### config.mk
export PLATFORM = sky130hd
export DESIGN_NAME = srcc_core
export DESIGN_NICKNAME = d
export VERILOG_FILES = /design/src/hdl/srcc_pkg.sv /design/src/hdl/srcc_core.sv
export SDC_FILE = /design/constraint.sdc
export NUM_CORES = 1
export LEC_CHECK = 0
export ABC_AREA = 1
export BUFFER_PORTS_ARGS = -buffer_cell sky130_fd_sc_hd__buf_2
export CELL_PAD_IN_SITES_DETAIL_PLACEMENT = 1
export CELL_PAD_IN_SITES_GLOBAL_PLACEMENT = 2
export CORE_MARGIN = 3
export CORE_UTILIZATION = 30
export CTS_CLUSTER_DIAMETER = 100
export DETAILED_ROUTE_END_ITERATION = 12
export PLACE_DENSITY = 0.92
export SLEW_MARGIN = 30
export SYNTH_ARGS = -nofsm -noshare
export SYNTH_HDL_FRONTEND = slang
export SYNTH_SLANG_ARGS = --single-unit
### constraint.sdc
create_clock -name clk -period 4.8 [get_ports clk]
set_clock_uncertainty 0.1 [all_clocks]
set_input_delay 0.96 -clock clk [delete_from_list [all_inputs] [get_ports clk]]
set_output_delay 0.96 -clock clk [all_outputs]
set_load 0.05 [all_outputs]
### src/hdl/srcc_pkg.sv
// shared constants, types and crc function for the settings record crc checker
package srcc_pkg;

  localparam int RECORD_BYTES = 38;
  localparam int POS_W        = 6;
  localparam logic [POS_W-1:0] LAST_POS = POS_W'(RECORD_BYTES - 1);

  localparam logic [7:0]  CRC_POLY      = 8'h07;
  localparam logic [15:0] MAGIC_RESET   = 16'h4553;
  localparam logic [7:0]  VERSION_RESET = 8'd4;

  localparam logic [1:0] VERDICT_OK  = 2'd0;
  localparam logic [1:0] VERDICT_HDR = 2'd1;
  localparam logic [1:0] VERDICT_CRC = 2'd2;

  localparam int CFG_IDX_W = 1;
  localparam logic [CFG_IDX_W-1:0] CFG_MAGIC   = 1'd0;
  localparam logic [CFG_IDX_W-1:0] CFG_VERSION = 1'd1;

  typedef struct packed {
    logic [15:0] magic;
    logic [7:0]  version;
  } cfg_t;

  typedef struct packed {
    logic [7:0] data_out;
    logic       record_done;
    logic [1:0] verdict;
    logic [7:0] computed_crc;
  } result_t;

  // msb-first crc-8 over one byte
  function automatic logic [7:0] crc8_update(logic [7:0] crc, logic [7:0] b);
    logic [7:0] c;
    c = crc ^ b;
    for (int k = 0; k < 8; k++) begin
      if (c[7]) begin
        c = {c[6:0], 1'b0} ^ CRC_POLY;
      end else begin
        c = {c[6:0], 1'b0};
      end
    end
    return c;
  endfunction

endpackage

### src/hdl/srcc_core.sv
// record state, header check and crc update for one byte per cycle while advance is high
module srcc_core (
  input  logic                clk,
  input  logic                rst_n,
  input  logic                advance,
  input  logic [7:0]          data_byte,
  input  logic                first_byte,
  input  srcc_pkg::cfg_t      cfg,
  output srcc_pkg::result_t   res
);

  logic [srcc_pkg::POS_W-1:0] pos_r, pos_nxt, pos_eff;
  logic [7:0] crc_r, crc_nxt, crc_eff;
  logic [7:0] magic_lo_r, magic_lo_nxt;
  logic       hdr_bad_r, hdr_bad_nxt, hdr_eff;

  // first-byte flag abandons any partial record
  assign pos_eff = first_byte ? '0 : pos_r;
  assign crc_eff = first_byte ? 8'd0 : crc_r;
  assign hdr_eff = first_byte ? 1'b0 : hdr_bad_r;

  always_comb begin
    pos_nxt          = pos_r;
    crc_nxt          = crc_r;
    magic_lo_nxt     = magic_lo_r;
    hdr_bad_nxt      = hdr_bad_r;
    res.data_out     = data_byte;
    res.record_done  = 1'b0;
    res.verdict      = srcc_pkg::VERDICT_OK;
    res.computed_crc = 8'd0;
    if (pos_eff >= srcc_pkg::LAST_POS) begin
      res.record_done  = 1'b1;
      res.computed_crc = crc_eff;
      if (hdr_eff) begin
        res.verdict = srcc_pkg::VERDICT_HDR;
      end else if (crc_eff != data_byte) begin
        res.verdict = srcc_pkg::VERDICT_CRC;
      end
      pos_nxt     = '0;
      crc_nxt     = 8'd0;
      hdr_bad_nxt = 1'b0;
    end else begin
      hdr_bad_nxt = hdr_eff;
      if (pos_eff == srcc_pkg::POS_W'(0)) begin
        magic_lo_nxt = data_byte;
        hdr_bad_nxt  = 1'b0;
      end else if (pos_eff == srcc_pkg::POS_W'(1)) begin
        if ({data_byte, magic_lo_r} != cfg.magic) hdr_bad_nxt = 1'b1;
      end else if (pos_eff == srcc_pkg::POS_W'(2)) begin
        if (data_byte != cfg.version) hdr_bad_nxt = 1'b1;
      end
      // byte 0 always starts from a zero crc
      crc_nxt = srcc_pkg::crc8_update((pos_eff == '0) ? 8'd0 : crc_eff, data_byte);
      res.computed_crc = crc_nxt;
      pos_nxt = pos_eff + srcc_pkg::POS_W'(1);
    end
  end

  always_ff @(posedge clk) begin
    if (!rst_n) begin
      pos_r      <= '0;
      crc_r      <= 8'd0;
      magic_lo_r <= 8'd0;
      hdr_bad_r  <= 1'b0;
    end else if (advance) begin
      pos_r      <= pos_nxt;
      crc_r      <= crc_nxt;
      magic_lo_r <= magic_lo_nxt;
      hdr_bad_r  <= hdr_bad_nxt;
    end
  end

endmodule

==> results.py, run 1 <==
metrics = {
    "worst_setup_path": {
        "critPathMostFrequentCell": "buf_2",
        "cp_top_family": "buffers and inverters",
        "critPathLaunchType": "input pin",
        "cp_max_fo": 14,
        "critPathKind": "in2out",
        "max_stage_delay_ns": 0.30,
        "cp.arrival_ns": 3.18,
        "required_ns": 3.74,
        "cpMaxStageDelayCell": "buf_2",
        "crit_buf_inv": 5,
        "end_kind": "output pin",
        "path_cells": "buf_2, nor2_1, inv_1, ha_1, nand3_4, clkinv_4, o21ai_2, xor2_2, inv_2, nand2_1, nand3_1, o21ai_0, buf_2",
    },
    "floorplan": {
        "core.rowCount": 30,
        "die_x_um": 90.4,
        "ios": 55,
        "initial_core_util_pct": 31.1,
        "dieHeight_um": 90.4,
        "die-area_um2": 8170,
        "core_um2": 6870,
    },
    "layout": {
        "syn_to_final_growth_pct": 14.3,
        "drive_above_1_share_pct": 26.8,
        "nets": 406,
        "antenna_cells": 0,
        "final-instance-count-excl-fill": 461,
    },
    "clock_network": {
        "numCtsBuffers": 3,
        "cts.repair.resized": 0,
        "clk_pin_slew_worst_paths_ns": 0.09,
        "insertion_delay_ns": 0.27,
        "cts_max_level": 1,
        "cts-hold-fix-buffers": 0,
        "clock-root-buffer": "clkbuf_8",
        "clock_sinks": 23,
        "cts_setup_buffers": 0,
        "clockBufferDepth": 2,
        "cts_tree": "yes",
    },
    "timing": {
        "min_period_ns": 4.24,
        "max-slew-margin-rel_pct": 69.9,
        "fin_crit_sh_pct": 88.3,
        "finalMaxSlewViolations": 0,
        "hold_viol_final": 0,
        "fmax_mhz": 236,
        "tightest_slew_ns": 0.450,
        "setup_viol": 0,
        "rsz0062_at_grt": "no",
        "timing.setup.tns_ns": 0,
    },
    "grt": {
        "antenna_found_initial": 0,
        "grt_pass1_vias": 2227,
        "grt_start_max_net_pins": 20,
        "grt_pass1_wl_um": 10800,
        "grt_usage_pct": 16.1,
        "grt-ovfl-total": 0,
    },
    "pwr": {
        "switchingPower_w": 0.000246,
        "leakagePower_nw": 1.15,
        "powerDensity_nw_per_um2": 237,
        "p_int_w": 0.000333,
        "pwr-share-seq_pct": 36.1,
        "swShare_pct": 42.5,
        "power_frac_comb_pct": 41.5,
        "clkPwrFrac_pct": 22.4,
        "ir_drop_v": 0.000156,
    },
    "placement": {
        "place_inst": 457,
        "gp_congestion": 0.788,
        "hpwlAfterDp_um": 5260,
        "portBuffers": 54,
    },
    "synthesis": {
        "synth-seq-cells": 23,
        "synthArstFlopShare_pct": 0,
        "yosysTopAreaCell": "dfxtp_1",
        "synthFlopType": "dfxtp_1",
        "synth_edf_count": 0,
        "yosysMostFrequentCell": "nand2_1",
        "synth_nets": 367,
        "synthCells": 327,
        "synth_area_um2": 2140,
        "avgSynthCellArea_um2": 6.54,
        "synth_common_cells": "nand2_1, nand3_1, inv_1",
        "synth_seq_area_share_pct": 21.5,
        "synth.top_cell.area_share_pct": 21.5,
        "synth_area_leaders": "dfxtp_1, nand2_1, nand3_1",
        "synthDistinctLibCells": 34,
        "yosys_warnings": 0,
    },
    "hold_path": {
        "hp-class": "reg2reg",
    },
    "drt": {
        "wl_per_cell_um": 13.9,
        "firstDrtPassIters": 5,
        "drc": 0,
        "first_iter_violations": 55,
        "viasPerCell": 4.78,
        "num_vias": 2204,
        "wirelength_um": 6420,
        "postRouteAntennaNets": 0,
    },
    "status": {
        "status": "finished clean",
    },
    "flow_run": {
        "maxCapViolCount": 0,
    },
}
registers in the layout (all words and copies together) (netlist names):
register,count
crc_r,8
pos_r,6
magic_lo_r,8
hdr_bad_r,1
worst register-to-register path, stage by stage, from the launching register on:
cell and delay [ns]:
dfxtp_1 0.32, inv_1 0.06, nor2_1 0.22, inv_1 0.10, ha_1 0.25, o21ai_2 0.15
nand3_1 0.09, nand3_2 0.30, inv_2 0.07, nor2_2 0.37, nand2_1 0.33, o21ai_0 0.27
a21oi_1 0.06
final cells by class:
cell class                      count  area [um^2]
Fill cell                         938         4430
Clock inverter                      1         5.00
Timing Repair Buffer               54          270
Multi-Input combinational cell    248         1400
Sequential cell                    23          460
Inverter                           36          143
Clock buffer                        3         41.3
Tap cell                           96          120
power groups by stage:
stage               Clock (W)  Sequential, W  Combinational [W]
global route         0.000140       0.000210           0.000267
finish               0.000130       0.000209           0.000241
CTS                  0.000132       0.000209           0.000243
detailed placement          0       0.000214           0.000241
global placement            0       0.000213           0.000236
floorplan                   0       0.000212           0.000186
per-layer routing:
metal  track usage [%]  vias up  wire length (um)
met1              22.4     1026              3210
met4              1.91        0                27
met2              26.4       60              2830
met5                 0        -                 0
met3              3.25        4               358
li1                  -     1114                 -
logic make-up after synthesis:
logic type / Yosys count / synth area share (%)
fa+ha+maj: 4 / 2.34
xor+xnor: 29 / 13.6
simple gates: 163 / 35.3
flops: 23 / 21.5
buf+inv: 56 / 12.8
compound gates: 52 / 14.3
layout by cell type (no fill, tap or decap), types with 5 or more instances in the layout:
| master | instances |
|---|---|
| nand2_1 | 85 |
| buf_2 | 54 |
| nand2_2 | 5 |
| inv_2 | 5 |
| xnor2_1 | 11 |
| or2_2 | 11 |
| dfxtp_1 | 23 |
| inv_1 | 29 |
| o21ai_0 | 17 |
| nand4_1 | 6 |
| a21oi_1 | 21 |
| nor2_1 | 16 |
| xor2_2 | 5 |
| nand3_1 | 30 |
| xor2_1 | 13 |
stage by stage:
stage | power, W | hold slack (ns) | worst slack [ns] | utilization, % | instance area (um^2)
global route | 0.000617 | 0.427 | 0.302 | 35.6 | 2440
global placement | 0.000449 | 0.357 | 0.647 | 34.9 | 2400
detailed placement | 0.000455 | 0.370 | 0.577 | 34.9 | 2400
CTS | 0.000584 | 0.383 | 0.572 | 35.6 | 2440
finish | 0.000579 | 0.379 | 0.564 | 35.6 | 2440
floorplan | 0.000398 | 0.342 | 0.411 | - | 2140
path summary, 6_finish.rpt:
check | startpoint | to | slack (ns) | cells after the start
worst min-delay path | magic_lo_r[3] | magic_lo_r[3] | 0.38 | 2
worst max-delay path | first_byte | res[5] | 0.56 | 13
worst min register to register | magic_lo_r[3] | magic_lo_r[3] | 0.38 | 2
worst max register to register | pos_r[1] | magic_lo_r[7] | 2.00 | 12
Note: power is estimated with default switching activity, not from simulation.
==> run 2, diff against run 1 <==
--- a/config.mk
+++ b/config.mk
@@ -5,12 +5,11 @@
 export SDC_FILE = /design/constraint.sdc
 export NUM_CORES = 1
 export LEC_CHECK = 0
-export ABC_AREA = 1
 export BUFFER_PORTS_ARGS = -buffer_cell sky130_fd_sc_hd__buf_2
 export CELL_PAD_IN_SITES_DETAIL_PLACEMENT = 1
 export CELL_PAD_IN_SITES_GLOBAL_PLACEMENT = 2
 export CORE_MARGIN = 3
-export CORE_UTILIZATION = 30
+export CORE_UTILIZATION = 33
 export CTS_CLUSTER_DIAMETER = 100
 export DETAILED_ROUTE_END_ITERATION = 12
 export PLACE_DENSITY = 0.92
==> results.py, run 2 <==
metrics = {
    "layout": {
        "nets": 332,
        "final_common_cell": "buf_2",
        "syn_to_final_growth_pct": 11.8,
        "reg_top3": "crc_r (8), magic_lo_r (8), pos_r (6)",
        "drive_above_1_share_pct": 26.1,
        "ff_latch_area_um2": 460,
        "design_area_um2": 2450,
        "multiInputGateArea_um2": 1550,
        "antenna_cells": 0,
        "fill_cells": 787,
        "final_cell_mix": "buf_2, xnor2_1, dfxtp_1",
    },
    "synthesis": {
        "synth-xor-area-share_pct": 26.3,
        "synth_top_family_by_area": "XOR/XNOR gates",
        "synth_common_cells": "xnor2_1, dfxtp_1, nor2_1",
        "yosysMostFrequentCell": "xnor2_1",
        "synthCells": 262,
        "synthMuxAreaShare_pct": 6.57,
        "synthDistinctLibCells": 51,
        "synth-seq-cells": 23,
        "synth_fa_ha_area_share_pct": 2.29,
        "synthFlopType": "dfxtp_1",
        "avgSynthCellArea_um2": 8.36,
        "synthArstFlopShare_pct": 0,
        "synth.top_cell.area_share_pct": 21.0,
        "synth_area_leaders": "dfxtp_1, xnor2_1, xor2_1",
        "synth_area_um2": 2190,
        "synth_edf_count": 0,
        "synth_simple_gate_area_share_pct": 19.6,
        "yosys_warnings": 0,
        "yosysTopAreaCell": "dfxtp_1",
        "synth_nets": 302,
        "synth_compound_area_share_pct": 15.8,
        "synth_seq_area_share_pct": 21.0,
    },
    "worst_setup_path": {
        "required_ns": 3.74,
        "critPathLaunchType": "input pin",
        "r2r-start": "pos_r[1]",
        "max_stage_delay_ns": 0.40,
        "critPathKind": "in2out",
        "path_cells": "buf_2, nand2b_1, inv_1, ha_1, nand2b_1, a211o_1, nand3b_2, buf_4, nor2_1, a21oi_1, buf_2",
        "cpMaxStageDelayCell": "a211o_1",
        "end_kind": "output pin",
        "timing.rr.end": "crc_r[3]",
        "cp.arrival_ns": 3.43,
        "cp_max_fo": 21,
        "reg2reg_slack_ns": 2.20,
        "reg2reg_depth": 8,
    },
    "timing": {
        "tightest_slew_ns": 0.614,
        "timing.setup.tns_ns": 0,
        "setup_viol": 0,
        "fmax_mhz": 223,
        "rsz0062_at_grt": "no",
        "fin_crit_sh_pct": 93.5,
        "max-slew-margin-rel_pct": 58.9,
        "hold_viol_final": 0,
        "fin_hold_ws_ns": 0.413,
        "min_period_ns": 4.49,
        "finalMaxSlewViolations": 0,
        "fin_ws_ns": 0.312,
    },
    "grt": {
        "grt_start_max_net_pins": 22,
        "grt_usage_pct": 16.7,
        "grt_pass1_wl_um": 10100,
        "grt_pass1_vias": 2026,
        "antenna_found_initial": 0,
        "grt-ovfl-total": 0,
    },
    "hold_path": {
        "hp-class": "reg2reg",
        "worstHoldStart": "pos_r[1]",
        "min_path_cells": 2,
        "holdPathEnd": "pos_r[1]",
    },
    "floorplan": {
        "die_x_um": 87.5,
        "dieHeight_um": 87.5,
        "ios": 55,
        "die-area_um2": 7650,
        "initial_core_util_pct": 34.3,
        "core_um2": 6390,
        "core.rowCount": 29,
    },
    "status": {
        "status": "finished clean",
    },
    "clock_network": {
        "cts.repair.resized": 0,
        "numCtsBuffers": 3,
        "clockBufferDepth": 2,
        "cts-hold-fix-buffers": 0,
        "clk_pin_slew_worst_paths_ns": 0.09,
        "cts_tree": "yes",
        "insertion_delay_ns": 0.28,
        "cts_setup_buffers": 0,
        "clock-root-buffer": "clkbuf_8",
        "clock_sinks": 23,
        "cts_max_level": 1,
    },
    "drt": {
        "highest_layer": "met4",
        "wl_met2_um": 3150,
        "wl_met1_um": 2730,
        "num_vias": 1915,
        "postRouteAntennaNets": 0,
        "wl_met3_um": 192,
        "viasPerCell": 5.20,
        "firstDrtPassIters": 4,
        "wirelength_um": 6110,
        "drc": 0,
        "wl_per_cell_um": 16.6,
        "first_iter_violations": 68,
    },
    "placement": {
        "gp_congestion": 0.833,
        "place_area_um2": 2400,
        "hpwlAfterDp_um": 4760,
        "pre_cts_ws_ns": 0.328,
        "portBuffers": 54,
    },
    "pwr": {
        "p_total_w": 0.000654,
        "leakagePower_nw": 0.987,
        "ir_drop_v": 0.000114,
        "powerDensity_nw_per_um2": 267,
    },
    "flow_run": {
        "maxCapViolCount": 0,
    },
}
## run 2: area by class of cell
class | count | area share (%)
timing repair buffer | 56 | 11.7
clock buffer | 3 | 1.69
inverter | 4 | 0.613
clock inverter | 1 | 0.204
multi-input combinational | 204 | 63.1
tap | 77 | 3.93
sequential | 23 | 18.8
## run 2: worst max-delay path, delay by kind of cell
family                   cells  cell delay, ns
buffers and inverters        4            0.92
adder cells (fa/ha/maj)      1            0.24
AO/OA/AOI/OAI                2            0.53
AND/OR/NAND/NOR              4            0.77
## run 2: layer usage
metal | global-route usage [%] | vias up
li1 | - | 951
met1 | 20.5 | 929
met2 | 31.0 | 31
met3 | 2.46 | 4
met4 | 2.51 | 0
met5 | 0 | -
## run 2: logic make-up (layout without fill, tap and decap cells)
group           after synthesis  count (layout)
compound gates               50              50
xor+xnor                     60              60
fa+ha+maj                     4               4
buf+inv                      35              64
flops                        23              23
mux                          13              13
simple gates                 77              77
## run 2: report_power, final
part	switching [W]	total, W	internal (W)
Combinational	0.000172	0.000294	0.000122
Sequential	0.0000230	0.000227	0.000204
Clock	0.0000745	0.000133	0.0000583
Total	0.000269	0.000654	0.000384
## run 2: worst max-delay path by stage
stage          startpoint  slack [ns]     end
2_1_floorplan  first_byte        0.28  res[9]
3_5_place_dp   first_byte        0.33  res[6]
6_report       first_byte        0.31  res[6]
4_1_cts        first_byte        0.32  res[6]
5_1_grt        first_byte        0.06  res[6]
3_3_place_gp   first_byte        0.47  res[5]
## run 2: through the flow
stage / instances / util (%)
2_1_floorplan: 262 / -
3_3_place_gp: 364 / 37.6
3_5_place_dp: 364 / 37.6
4_1_cts: 368 / 38.3
5_1_grt: 368 / 38.3
6_report: 368 / 38.3
==> run 3, diff against run 2 <==
--- a/config.mk
+++ b/config.mk
@@ -5,14 +5,15 @@
 export SDC_FILE = /design/constraint.sdc
 export NUM_CORES = 1
 export LEC_CHECK = 0
+export ABC_AREA = 1
 export BUFFER_PORTS_ARGS = -buffer_cell sky130_fd_sc_hd__buf_2
 export CELL_PAD_IN_SITES_DETAIL_PLACEMENT = 1
 export CELL_PAD_IN_SITES_GLOBAL_PLACEMENT = 2
 export CORE_MARGIN = 3
-export CORE_UTILIZATION = 33
+export CORE_UTILIZATION = 28
 export CTS_CLUSTER_DIAMETER = 100
 export DETAILED_ROUTE_END_ITERATION = 12
-export PLACE_DENSITY = 0.92
+export PLACE_DENSITY = 0.87
 export SLEW_MARGIN = 30
 export SYNTH_ARGS = -nofsm -noshare
 export SYNTH_HDL_FRONTEND = slang
==> constraint.sdc (replaced) <==
create_clock -name clk -period 4.5 [get_ports clk]
set_clock_uncertainty 0.1 [all_clocks]
set_input_delay 0.9 -clock clk [delete_from_list [all_inputs] [get_ports clk]]
set_output_delay 0.9 -clock clk [all_outputs]
set_load 0.05 [all_outputs]
==> results.py, run 3 (synthesis gave the netlist of run 1 again) <==
metrics = {
    "status": {
        "status": "finished clean",
    },
    "grt": {
        "grt_pass1_vias": 2197,
        "antenna_found_initial": 0,
        "grt-ovfl-total": 0,
        "grt_usage_pct": 15.3,
        "grt_pass1_wl_um": 10800,
        "grt_start_max_net_pins": 19,
    },
    "timing": {
        "max-slew-margin-rel_pct": 72.3,
        "min_period_ns": 4.09,
        "timing.setup.tns_ns": 0,
        "fin_crit_sh_pct": 90.8,
        "rsz0062_at_grt": "no",
        "fmax_mhz": 245,
        "setup_viol": 0,
        "finalMaxSlewViolations": 0,
        "tightest_slew_ns": 0.413,
        "hold_viol_final": 0,
    },
    "hold_path": {
        "hp-class": "reg2reg",
    },
    "drt": {
        "drc": 0,
        "postRouteAntennaNets": 0,
        "firstDrtPassIters": 4,
        "viasPerCell": 4.67,
        "num_vias": 2174,
        "first_iter_violations": 87,
        "wl_per_cell_um": 13.7,
        "wirelength_um": 6380,
    },
    "pwr": {
        "ir_drop_v": 0.000196,
        "powerDensity_nw_per_um2": 247,
        "clkPwrFrac_pct": 21.2,
        "pwr-share-seq_pct": 36.6,
        "swShare_pct": 41.3,
        "power_frac_comb_pct": 42.2,
        "p_total_w": 0.000609,
        "switchingPower_w": 0.000252,
        "p_int_w": 0.000357,
        "leakagePower_nw": 1.16,
    },
    "worst_setup_path": {
        "critPathKind": "in2out",
        "cp.arrival_ns": 3.09,
        "required_ns": 3.50,
        "cp_max_fo": 14,
        "critPathLaunchType": "input pin",
        "end_kind": "output pin",
    },
    "placement": {
        "gp_congestion": 0.799,
        "hpwlAfterDp_um": 5290,
        "portBuffers": 54,
    },
    "clock_network": {
        "insertion_delay_ns": 0.26,
        "cts_setup_buffers": 0,
        "cts_max_level": 1,
        "clock_sinks": 23,
        "cts.repair.resized": 0,
        "cts_tree": "yes",
        "clock-root-buffer": "clkbuf_8",
        "clk_pin_slew_worst_paths_ns": 0.08,
        "clockBufferDepth": 2,
        "cts-hold-fix-buffers": 0,
        "numCtsBuffers": 3,
    },
    "flow_run": {
        "maxCapViolCount": 0,
    },
    "layout": {
        "antenna_cells": 0,
        "reg_top3": "crc_r (8), magic_lo_r (8), pos_r (6)",
        "drive_above_1_share_pct": 27.0,
        "nets": 408,
        "final_common_cell": "nand2_1",
        "final_cell_mix": "nand2_1, buf_2, nand3_1",
        "syn_to_final_growth_pct": 15.1,
    },
    "floorplan": {
        "core.rowCount": 31,
        "core_um2": 7330,
        "dieHeight_um": 93.4,
        "initial_core_util_pct": 29.2,
        "die_x_um": 93.4,
        "ios": 55,
        "die-area_um2": 8720,
    },
}
==> run 3: changes by cell type in the layout (fill, tap and decap cells not counted), moves of 5 or more <==
cell / before / now
a31oi_1: 5 / 0
or2_2: 1 / 11
xor2_2: 0 / 5
nand2_2: 0 / 5
nand2_1: 15 / 85
inv_2: 0 / 5
xnor2_1: 45 / 11
o21ai_0: 3 / 17
inv_1: 4 / 29
mux2i_1: 8 / 0
nand3_1: 8 / 30
nor2b_1: 11 / 0
a21oi_1: 12 / 21
==> run 3: per-stage QoR <==
stage | utilization (%) | hold WS [ns] | cells | worst slack (ns) | cell area (um^2)
global route | 33.6 | 0.410 | 466 | 0.137 | 2460
finish | 33.6 | 0.371 | 466 | 0.412 | 2460
floorplan | - | 0.342 | 327 | 0.231 | 2140
CTS | 33.6 | 0.378 | 466 | 0.394 | 2460
detailed placement | 32.9 | 0.366 | 462 | 0.402 | 2410
global placement | 32.9 | 0.358 | 462 | 0.478 | 2410
==> run 3: path summary, 6_finish.rpt <==
path | start | end | slack (ns) | cells after the start
max | first_byte | res[5] | 0.41 | 13
min | magic_lo_r[7] | magic_lo_r[7] | 0.37 | 2
max reg2reg | pos_r[1] | magic_lo_r[2] | 2.07 | 13
min reg2reg | magic_lo_r[7] | magic_lo_r[7] | 0.37 | 2
==> run 3: per-layer routing <==
metal  wire length, um  track usage, %
met1              3120            21.9
met2              2880            24.9
met4                19            1.83
met5                 0               0
met3               352            2.41
==> run 3: final cells by class <==
| class | instances | area, um^2 |
|---|---|---|
| Clock buffer | 4 | 45.0 |
| Fill cell | 974 | 4870 |
| Inverter | 36 | 143 |
| Multi-Input combinational cell | 248 | 1400 |
| Sequential cell | 23 | 460 |
| Tap cell | 99 | 124 |
| Timing Repair Buffer | 56 | 285 |
==> run 3: worst max-delay path, cell delays in order <==
cell	delay [ns]
buf_2	0.16
nor2_1	0.25
inv_1	0.10
ha_1	0.25
nand3_4	0.24
clkinv_4	0.14
o21ai_2	0.25
xor2_2	0.22
inv_2	0.05
nand2_1	0.05
nand3_1	0.08
o21ai_0	0.09
buf_2	0.29
==> run 3: power groups by stage <==
| stage | clock network, W | logic [W] | registers [W] |
|---|---|---|---|
| floorplan | 0 | 0.000198 | 0.000226 |
| global placement | 0 | 0.000254 | 0.000227 |
| detailed placement | 0 | 0.000258 | 0.000228 |
| CTS | 0.000135 | 0.000260 | 0.000223 |
| global route | 0.000144 | 0.000287 | 0.000224 |
| finish | 0.000129 | 0.000257 | 0.000223 |
